**config.mk**
```make
export PLATFORM = sky130hd
export DESIGN_NAME = cordic_sine_cosine
export DESIGN_NICKNAME = d
export VERILOG_FILES = /design/src/csc_pkg.sv /design/src/csc_ctrl.sv /design/src/csc_datapath.sv /design/src/cordic_sine_cosine.sv
export VERILOG_INCLUDE_DIRS = /design/src /design/src/src
export SDC_FILE = /design/constraint.sdc
export NUM_CORES = 2
export LEC_CHECK = 0
export ABC_AREA = 1
export BUFFER_PORTS_ARGS = -buffer_cell sky130_fd_sc_hd__buf_4
export CORE_ASPECT_RATIO = 0.7
export CORE_UTILIZATION = 45
export DETAILED_ROUTE_END_ITERATION = 8
export GPL_ROUTABILITY_DRIVEN = 0
export REMOVE_ABC_BUFFERS = 1
export SLEW_MARGIN = 20
export SYNTH_ARGS = -nofsm -noshare
export SYNTH_HDL_FRONTEND = slang
export SYNTH_HIERARCHICAL = 1
export SYNTH_SLANG_ARGS = --single-unit
```
**constraint.sdc**
```tcl
create_clock -name clk -period 6.8 [get_ports clk]
set_input_delay 0.68 -clock clk [delete_from_list [all_inputs] [get_ports clk]]
set_output_delay 0.68 -clock clk [all_outputs]
set_load 0.01 [all_outputs]
```
**src/cordic_sine_cosine_assert.svh**
```systemverilog
// Assertion macros used by the sequencer (csc_ctrl) of the sine/cosine generator.
`ifndef CORDIC_SINE_COSINE_ASSERT_SVH
`define CORDIC_SINE_COSINE_ASSERT_SVH

// Same-cycle implication, disabled while reset is asserted.
`define CSC_ASSERT_IMPL(label, clk, rst_n, ante, cons) \
    label: assert property (@(posedge clk) disable iff (!rst_n) (ante) |-> (cons)) \
        else $error("csc assertion failed");

// Next-cycle implication, disabled while reset is asserted.
`define CSC_ASSERT_NEXT(label, clk, rst_n, ante, cons) \
    label: assert property (@(posedge clk) disable iff (!rst_n) (ante) |=> (cons)) \
        else $error("csc assertion failed");

`endif

```
**src/csc_pkg.sv**
```systemverilog
// Shared types, constants and the arctangent table of the sine/cosine generator.
`timescale 1ns / 1ps
`default_nettype none

package csc_pkg;

    // Angle units in one quadrant (90 degrees at 1/64 degree).
    localparam logic [14:0] QUARTER_UNITS = 15'd5760;

    // pi in Q2.30 split over 11520: integer part and remainder.
    localparam logic [18:0] CONV_INT  = 19'd292817;
    localparam logic [12:0] CONV_REM  = 13'd7586;
    localparam logic [12:0] CONV_HALF = 13'd5760;

    // 11520 = 256 * 45; floor(2^24 / 45) for the reciprocal divide.
    localparam logic [18:0] RECIP_45 = 19'd372827;
    localparam logic [5:0]  DIV_45   = 6'd45;

    // CORDIC gain 0.60725293 in Q2.30.
    localparam logic [29:0] GAIN_Q30 = 30'd652032872;

    // Round-half-up offset for the Q2.30 * Q2.30 -> Q1.15 step.
    localparam logic signed [62:0] ROUND_Q45 = 63'sd17592186044416;

    // Unit vector start value, 1.0 in Q2.30.
    localparam logic signed [31:0] ONE_Q30 = 32'sh4000_0000;

    typedef enum logic [3:0] {
        ST_IDLE,
        ST_REDUCE,
        ST_CONV_A,
        ST_CONV_B,
        ST_CONV_C,
        ST_INIT,
        ST_ITER,
        ST_GAIN,
        ST_FINISH
    } state_t;

    typedef struct packed {
        logic load_in;
        logic reduce_step;
        logic conv_a;
        logic conv_b;
        logic conv_c;
        logic init_rot;
        logic iter_step;
        logic gain;
        logic out_load;
    } cmd_t;

    typedef struct packed {
        logic above_quarter;
        logic iter_last;
    } status_t;

    // atan(2^-i) in Q2.30, truncated; 2^(30-i) past the stored entries.
    function automatic logic [29:0] atan_q30(input logic [4:0] idx);
        logic [29:0] val;
        case (idx)
            5'd0:    val = 30'd843314856;
            5'd1:    val = 30'd497837829;
            5'd2:    val = 30'd263043836;
            5'd3:    val = 30'd133525158;
            5'd4:    val = 30'd67021686;
            5'd5:    val = 30'd33543515;
            5'd6:    val = 30'd16775850;
            5'd7:    val = 30'd8388437;
            5'd8:    val = 30'd4194282;
            5'd9:    val = 30'd2097149;
            5'd10:   val = 30'd1048575;
            default: val = 30'd1 << (5'd30 - idx);
        endcase
        return val;
    endfunction

endpackage

`default_nettype wire

```
**src/csc_ctrl.sv**
```systemverilog
// Sequencing state machine and output handshake of the sine/cosine generator.
`timescale 1ns / 1ps
`default_nettype none

`include "cordic_sine_cosine_assert.svh"

module csc_ctrl (
    input  wire logic           clk,
    input  wire logic           rst_n,
    input  wire logic           s_tvalid,
    output logic                s_tready,
    output logic                m_tvalid,
    input  wire logic           m_tready,
    output csc_pkg::cmd_t       cmd,
    input  wire csc_pkg::status_t status
);

    csc_pkg::state_t state_reg;
    csc_pkg::state_t state_next;
    logic            out_valid_reg;
    logic            out_valid_next;
    logic            out_free;

    always_ff @(posedge clk or negedge rst_n)
    begin
        if (!rst_n)
        begin
            state_reg     <= csc_pkg::ST_IDLE;
            out_valid_reg <= 1'b0;
        end
        else
        begin
            state_reg     <= state_next;
            out_valid_reg <= out_valid_next;
        end
    end

    // Result register is free when empty or being drained this cycle.
    assign out_free = !out_valid_reg || m_tready;

    always_comb
    begin
        state_next = state_reg;
        cmd        = '0;
        s_tready   = 1'b0;
        case (state_reg)
            csc_pkg::ST_IDLE:
            begin
                s_tready = 1'b1;
                if (s_tvalid)
                begin
                    cmd.load_in = 1'b1;
                    state_next  = csc_pkg::ST_REDUCE;
                end
            end
            csc_pkg::ST_REDUCE:
            begin
                if (status.above_quarter)
                begin
                    cmd.reduce_step = 1'b1;
                end
                else
                begin
                    state_next = csc_pkg::ST_CONV_A;
                end
            end
            csc_pkg::ST_CONV_A:
            begin
                cmd.conv_a = 1'b1;
                state_next = csc_pkg::ST_CONV_B;
            end
            csc_pkg::ST_CONV_B:
            begin
                cmd.conv_b = 1'b1;
                state_next = csc_pkg::ST_CONV_C;
            end
            csc_pkg::ST_CONV_C:
            begin
                cmd.conv_c = 1'b1;
                state_next = csc_pkg::ST_INIT;
            end
            csc_pkg::ST_INIT:
            begin
                cmd.init_rot = 1'b1;
                state_next   = csc_pkg::ST_ITER;
            end
            csc_pkg::ST_ITER:
            begin
                cmd.iter_step = 1'b1;
                if (status.iter_last)
                begin
                    state_next = csc_pkg::ST_GAIN;
                end
            end
            csc_pkg::ST_GAIN:
            begin
                cmd.gain   = 1'b1;
                state_next = csc_pkg::ST_FINISH;
            end
            csc_pkg::ST_FINISH:
            begin
                if (out_free)
                begin
                    cmd.out_load = 1'b1;
                    state_next   = csc_pkg::ST_IDLE;
                end
            end
            default:
            begin
                state_next = csc_pkg::ST_IDLE;
            end
        endcase
    end

    assign out_valid_next = cmd.out_load || (out_valid_reg && !m_tready);
    assign m_tvalid       = out_valid_reg;

    `CSC_ASSERT_NEXT(a_accept_starts_reduce, clk, rst_n, s_tvalid && s_tready,
        state_reg == csc_pkg::ST_REDUCE)
    `CSC_ASSERT_IMPL(a_cmd_exclusive, clk, rst_n, 1'b1,
        ($onehot0({cmd.load_in, cmd.reduce_step, cmd.conv_a, cmd.conv_b, cmd.conv_c,
                   cmd.init_rot, cmd.iter_step, cmd.gain, cmd.out_load})))
    `CSC_ASSERT_IMPL(a_no_result_overwrite, clk, rst_n, cmd.out_load, !m_tvalid || m_tready)
    `CSC_ASSERT_NEXT(a_load_shows_result, clk, rst_n, cmd.out_load, m_tvalid)
    `CSC_ASSERT_NEXT(a_iter_exit, clk, rst_n,
        state_reg == csc_pkg::ST_ITER && status.iter_last, state_reg == csc_pkg::ST_GAIN)

endmodule

`default_nettype wire

```
**src/csc_datapath.sv**
```systemverilog
// Angle reduction, radian conversion, CORDIC rotation and output scaling datapath.
`timescale 1ns / 1ps
`default_nettype none

module csc_datapath #(
    parameter int ITERATIONS = 16
) (
    input  wire logic             clk,
    input  wire logic             rst_n,
    input  wire logic [14:0]      angle_degrees,
    input  wire csc_pkg::cmd_t    cmd,
    output csc_pkg::status_t      status,
    output logic signed [15:0]    sine_value,
    output logic signed [15:0]    cosine_value
);

    localparam int CNT_W = $clog2(ITERATIONS);

    // Angle reduction
    logic [14:0]              r_reg;
    logic [1:0]               quad_reg;
    logic [12:0]              r13;

    // Degree-to-radian conversion
    logic [25:0]              pa_reg;
    logic [30:0]              zb_reg;
    logic [17:0]              t_reg;
    logic [36:0]              pb_reg;
    logic [12:0]              q_reg;
    logic [12:0]              q0;
    logic [18:0]              rem;

    // Rotation
    logic signed [31:0]       x_reg;
    logic signed [31:0]       y_reg;
    logic signed [31:0]       z_reg;
    logic signed [31:0]       x_next;
    logic signed [31:0]       y_next;
    logic signed [31:0]       z_next;
    logic signed [31:0]       xs;
    logic signed [31:0]       ys;
    logic signed [31:0]       atan_val;
    logic [CNT_W-1:0]         cnt_reg;

    // Gain and output
    logic signed [62:0]       ps_reg;
    logic signed [62:0]       pc_reg;
    logic signed [62:0]       s_sum;
    logic signed [62:0]       c_sum;
    logic signed [15:0]       s_sat;
    logic signed [15:0]       c_sat;
    logic signed [15:0]       so;
    logic signed [15:0]       co;
    logic signed [15:0]       sine_reg;
    logic signed [15:0]       cosine_reg;

    function automatic logic signed [15:0] sat16(input logic signed [17:0] v);
        logic signed [15:0] res;
        if (v > 18'sd32767)
        begin
            res = 16'sd32767;
        end
        else if (v < -18'sd32768)
        begin
            res = -16'sd32768;
        end
        else
        begin
            res = v[15:0];
        end
        return res;
    endfunction

    function automatic logic signed [15:0] neg_sat16(input logic signed [15:0] v);
        logic signed [15:0] res;
        if (v == -16'sd32768)
        begin
            res = 16'sd32767;
        end
        else
        begin
            res = -v;
        end
        return res;
    endfunction

    assign r13 = r_reg[12:0];

    assign status.above_quarter = (r_reg >= csc_pkg::QUARTER_UNITS);
    assign status.iter_last     = (cnt_reg == CNT_W'(ITERATIONS - 1));

    // Reciprocal quotient is exact or one low; one compare fixes it.
    assign q0  = pb_reg[36:24];
    assign rem = {1'b0, t_reg} - ({6'd0, q0} * {13'd0, csc_pkg::DIV_45});

    assign xs       = x_reg >>> cnt_reg;
    assign ys       = y_reg >>> cnt_reg;
    assign atan_val = signed'({2'b00, csc_pkg::atan_q30(5'(cnt_reg))});

    always_comb
    begin
        if (z_reg[31])
        begin
            x_next = x_reg + ys;
            y_next = y_reg - xs;
            z_next = z_reg + atan_val;
        end
        else
        begin
            x_next = x_reg - ys;
            y_next = y_reg + xs;
            z_next = z_reg - atan_val;
        end
    end

    assign s_sum = ps_reg + csc_pkg::ROUND_Q45;
    assign c_sum = pc_reg + csc_pkg::ROUND_Q45;
    assign s_sat = sat16(s_sum[62:45]);
    assign c_sat = sat16(c_sum[62:45]);

    always_comb
    begin
        case (quad_reg)
            2'd0:
            begin
                so = s_sat;
                co = c_sat;
            end
            2'd1:
            begin
                so = c_sat;
                co = neg_sat16(s_sat);
            end
            2'd2:
            begin
                so = neg_sat16(s_sat);
                co = neg_sat16(c_sat);
            end
            default:
            begin
                so = neg_sat16(c_sat);
                co = s_sat;
            end
        endcase
    end

    always_ff @(posedge clk or negedge rst_n)
    begin
        if (!rst_n)
        begin
            cnt_reg <= '0;
        end
        else if (cmd.init_rot)
        begin
            cnt_reg <= '0;
        end
        else if (cmd.iter_step && !status.iter_last)
        begin
            cnt_reg <= cnt_reg + CNT_W'(1);
        end
    end

    always_ff @(posedge clk)
    begin
        if (cmd.load_in)
        begin
            r_reg    <= angle_degrees;
            quad_reg <= 2'd0;
        end
        if (cmd.reduce_step)
        begin
            r_reg    <= r_reg - csc_pkg::QUARTER_UNITS;
            quad_reg <= quad_reg + 2'd1;
        end
        if (cmd.conv_a)
        begin
            pa_reg <= ({13'd0, r13} * {13'd0, csc_pkg::CONV_REM}) + {13'd0, csc_pkg::CONV_HALF};
            zb_reg <= {18'd0, r13} * {12'd0, csc_pkg::CONV_INT};
        end
        if (cmd.conv_b)
        begin
            t_reg  <= pa_reg[25:8];
            pb_reg <= {19'd0, pa_reg[25:8]} * {18'd0, csc_pkg::RECIP_45};
        end
        if (cmd.conv_c)
        begin
            q_reg <= (rem >= {13'd0, csc_pkg::DIV_45}) ? q0 + 13'd1 : q0;
        end
        if (cmd.init_rot)
        begin
            x_reg <= csc_pkg::ONE_Q30;
            y_reg <= '0;
            z_reg <= signed'({1'b0, zb_reg} + {19'd0, q_reg});
        end
        if (cmd.iter_step)
        begin
            x_reg <= x_next;
            y_reg <= y_next;
            z_reg <= z_next;
        end
        if (cmd.gain)
        begin
            ps_reg <= y_reg * signed'({1'b0, csc_pkg::GAIN_Q30});
            pc_reg <= x_reg * signed'({1'b0, csc_pkg::GAIN_Q30});
        end
        if (cmd.out_load)
        begin
            sine_reg   <= so;
            cosine_reg <= co;
        end
    end

    assign sine_value   = sine_reg;
    assign cosine_value = cosine_reg;

endmodule

`default_nettype wire

```
**src/cordic_sine_cosine.sv**
```systemverilog
// Top level of the CORDIC sine/cosine generator (angle in 1/64 degree in, Q1.15 out).
// Accept to m_tvalid runs REDUCE (k = 0..5 quadrant subtractions), conversion, INIT,
// ITER, GAIN and FINISH. One item is in flight; the next is taken the cycle after the
// result is registered. ITER does one shift-add rotation per cycle, and FINISH stalls
// while the previous result still waits unread in the output register.
// Reset (rst_n low, asynchronous) empties the result register and returns to idle.
`timescale 1ns / 1ps
`default_nettype none

module cordic_sine_cosine #(
    parameter int ITERATIONS = 16
) (
    input  wire logic        clk,
    input  wire logic        rst_n,
    // Input items
    input  wire logic        s_tvalid,
    output logic             s_tready,
    input  wire logic [15:0] s_tdata,   // [14:0] angle_degrees, [15] zero
    // Result items
    output logic             m_tvalid,
    input  wire logic        m_tready,
    output logic [31:0]      m_tdata    // [15:0] sine_value, [31:16] cosine_value
);

    // Command and status between the sequencer and the datapath.
    csc_pkg::cmd_t      cmd;
    csc_pkg::status_t   status;

    logic signed [15:0] sine_value;
    logic signed [15:0] cosine_value;

    // The sequencer walks each item through: quadrant reduction (one compare and
    // subtract of 90 degrees per cycle), three steps of degree-to-radian
    // conversion (multiply, reciprocal divide by 45, correction), vector load,
    // ITERATIONS micro-rotations, the gain multiply and the output mapping.
    csc_ctrl u_ctrl (
        .clk      (clk),
        .rst_n    (rst_n),
        .s_tvalid (s_tvalid),
        .s_tready (s_tready),
        .m_tvalid (m_tvalid),
        .m_tready (m_tready),
        .cmd      (cmd),
        .status   (status)
    );

    // The datapath owns the output register, so a finished item can sit there
    // while the next item is already being accepted and rotated.
    csc_datapath #(
        .ITERATIONS (ITERATIONS)
    ) u_datapath (
        .clk           (clk),
        .rst_n         (rst_n),
        .angle_degrees (s_tdata[14:0]),
        .cmd           (cmd),
        .status        (status),
        .sine_value    (sine_value),
        .cosine_value  (cosine_value)
    );

    assign m_tdata = {cosine_value, sine_value};

endmodule

`default_nettype wire
```
==> results.json <==
{
  "rows": 124,
  "relSlewSlack_pct": 28.7,
  "start_util_pct": 45.4,
  "synth-seq-area-share_pct": 11.4,
  "detail_route.wirelength_um": 218000,
  "drt_iter0_drc": 5705,
  "setup-violations-final": 0,
  "finalCritPeriodShare_pct": 96.8,
  "synth_top_family_by_area": "adder cells",
  "fin_skew_ps": 33.3,
  "synth.area.top_cells": "fa_1 (31%), ha_1 (17%), inv_1 (13%)",
  "grt_use_total_pct": 26.3,
  "io_pins": 54,
  "min_period_ps": 6580,
  "vias": 60400,
  "hpwl_um": 191000,
  "synth_top_area_share_pct": 30.6,
  "synth-compound-area-share_pct": 9.28,
  "hold_viol": 0,
  "synthAdderAreaFrac_pct": 47.5,
  "synth-xor-area-share_pct": 3.53,
  "crit_fanout": 5,
  "avgSynthCellArea_sq_um": 8.13,
  "cts_sinks": 285,
  "cp.required_ps": 7160,
  "cp-start-kind": "flip-flop",
  "syn_to_final_growth_pct": 6.57,
  "grt_max_degree": 57,
  "drv_slew": 0,
  "synth_top_cell_by_area": "fa_1",
  "outcome": "finished, final reports clean",
  "critPathCaptureType": "flip-flop",
  "antenna_found_initial": 2,
  "maxCapViolCount": 0,
  "ys.flop_type": "edfxtp_1",
  "clk_latency_ps": 620,
  "worstPathArrival_ps": 6940,
  "wire_per_inst_um": 19.0,
  "synthMuxAreaShare_pct": 0.431,
  "path_class": "flip-flop to flip-flop",
  "firstDrtPassIters": 6,
  "setup_ws_ps": 217,
  "vias_per_cell": 5.25,
  "cts_tree": "built",
  "fin_nets": 11400,
  "max_clock_freq_mhz": 152,
  "dp_worst_setup_slack_ps": 198,
  "synth-edff-count": 276,
  "tightest_slew_ps": 1060,
  "syn_area_sq_um": 74400,
  "synth_cell_type_count": 72,
  "async_reset_ff_share_pct": 3.16,
  "ant_nets": 0,
  "grt_overflow": 0,
  "drc_errors": 0,
  "drive_gt1_share_pct": 4.46,
  "antennaDiodeCount": 0,
  "clkSlewWorstSetupHoldPaths_ps": 70,
  "grt_pass1_wl_um": 339000,
  "final_area_sq_um": 79300,
  "die_x_um": 488,
  "numCtsBuffers": 35,
  "io_buffer_count": 52,
  "netlist_instances": 9152,
  "yosys_warnings": 6,
  "die_h_um": 342,
  "grt_pass1_vias": 59500,
  "synth-seq-cells": 285,
  "synth-simple-area-share_pct": 14.1,
  "cts.path.max_buffers": 3,
  "cts_root_buf": "clkbuf_16",
  "dieArea_sq_um": 167000,
  "core-area_sq_um": 164000,
  "hold_path_class": "primary input to flip-flop",
  "placed_cell_area_sq_um": 77900,
  "hold_slack_ps": 254,
  "h-tree-depth": 2
}
cell type report:
| cell class | count | area [sq um] |
|---|---|---|
| multi-input combinational | 6189 | 55700 |
| tap | 2205 | 2760 |
| sequential | 285 | 8520 |
| fill | 15900 | 84400 |
| clock inverter | 26 | 279 |
| timing repair buffer | 193 | 1460 |
| clock buffer | 38 | 887 |
| inverter | 2567 | 9640 |
synthesized netlist by cell type (40+ instances only):
| library cell | number |
|---|---|
| xnor2_1 | 99 |
| nand3_1 | 268 |
| o21ai_1 | 40 |
| ha_1 | 1002 |
| xor2_1 | 201 |
| nor2_1 | 562 |
| nand4_1 | 82 |
| inv_1 | 2552 |
| o21a_1 | 49 |
| a31oi_1 | 46 |
| fa_1 | 1137 |
| nor3_1 | 80 |
| edfxtp_1 | 276 |
| nand2_1 | 1317 |
| o21ai_0 | 434 |
| clkbuf_1 | 55 |
| a21oi_1 | 530 |
what timing repair did:
action,4_1_cts,5_1_grt
buffers inserted,0,12
setup endpoints to repair,0,17
gates resized for setup,0,8
hold buffers,1,0
endpoints found under the hold margin,9,0
worst paths after layout:
path / from / to / slack (ps) / cells past startpoint
min: m_tready / u_ctrl/m_tvalid / 250 / 2
max: u_datapath/y_reg[27] / u_datapath/ps_reg[58] / 220 / 22
max in group asynchronous: rst_n / u_datapath/cnt_reg[0] / 6110 / 2
max reg2reg: u_datapath/y_reg[27] / u_datapath/ps_reg[58] / 220 / 22
min reg2reg: u_ctrl/m_tvalid / u_ctrl/m_tvalid / 590 / 2
min in group asynchronous: rst_n / u_ctrl/m_tvalid / 470 / 2
metal layers:
| metal | global-route usage (%) | share of wire [%] | vias to the layer above | wire length [um] |
|---|---|---|---|---|
| li1 | - | - | 28500 | - |
| met1 | 40.2 | 48 | 29300 | 104000 |
| met2 | 37.7 | 40 | 2401 | 87600 |
| met3 | 6.92 | 11 | 202 | 23800 |
| met4 | 3.31 | 1.2 | 2 | 2710 |
| met5 | 0 | 0.0060 | - | 13 |
cell families after synthesis:
logic type      after synthesis
fa+ha+maj                  2139
simple gates               2467
flops                       285
buf+inv                    2678
compound gates             1251
xor+xnor                    300
mux                          32
worst max-delay path, stage by stage, from the launching register on:
cell and delay [ps]:
edfxtp_1 540, ha_1 470, fa_1 530, inv_1 60
fa_1 510, inv_1 60, fa_1 570, fa_1 430
fa_1 500, inv_1 50, fa_1 720, inv_1 80
ha_1 410, nand2_1 130, nor2_1 140, inv_1 80
nor2_1 100, inv_1 60, nor4_1 290, nand3_1 140
o2111ai_1 160, a31oi_1 150, xnor2_1 150
placed cells by master (no fill, tap or decap), drive strengths merged, types with 9 or more instances in the layout:
cell	n
nand4	83
clkbuf	38
nand2	1358
fa	1137
nor3	85
nand3	284
a221oi	14
o21bai	29
inv	2575
clkinv	9
buf	192
a21oi	531
a31oi	46
xor2	201
a21boi	15
mux2i	32
a21o	16
nor2	598
nor4	14
o211ai	24
or2	24
o21ai	479
xnor2	99
o21a	49
edfxtp	276
dfrtp	9
ha	1002
metrics by stage:
step,util (%),TNS [ps],instances
2_1_floorplan,-,-113560,9041
3_3_place_gp,47.6,0,11400
3_5_place_dp,47.6,0,11400
4_1_cts,48.3,0,11500
5_1_grt,48.4,-0.157,11500
6_report,48.4,0,11500
Power is left out: the tool's default activity adds up to more than one toggle a clock period on the data nets, which glitch-free logic cannot reach.
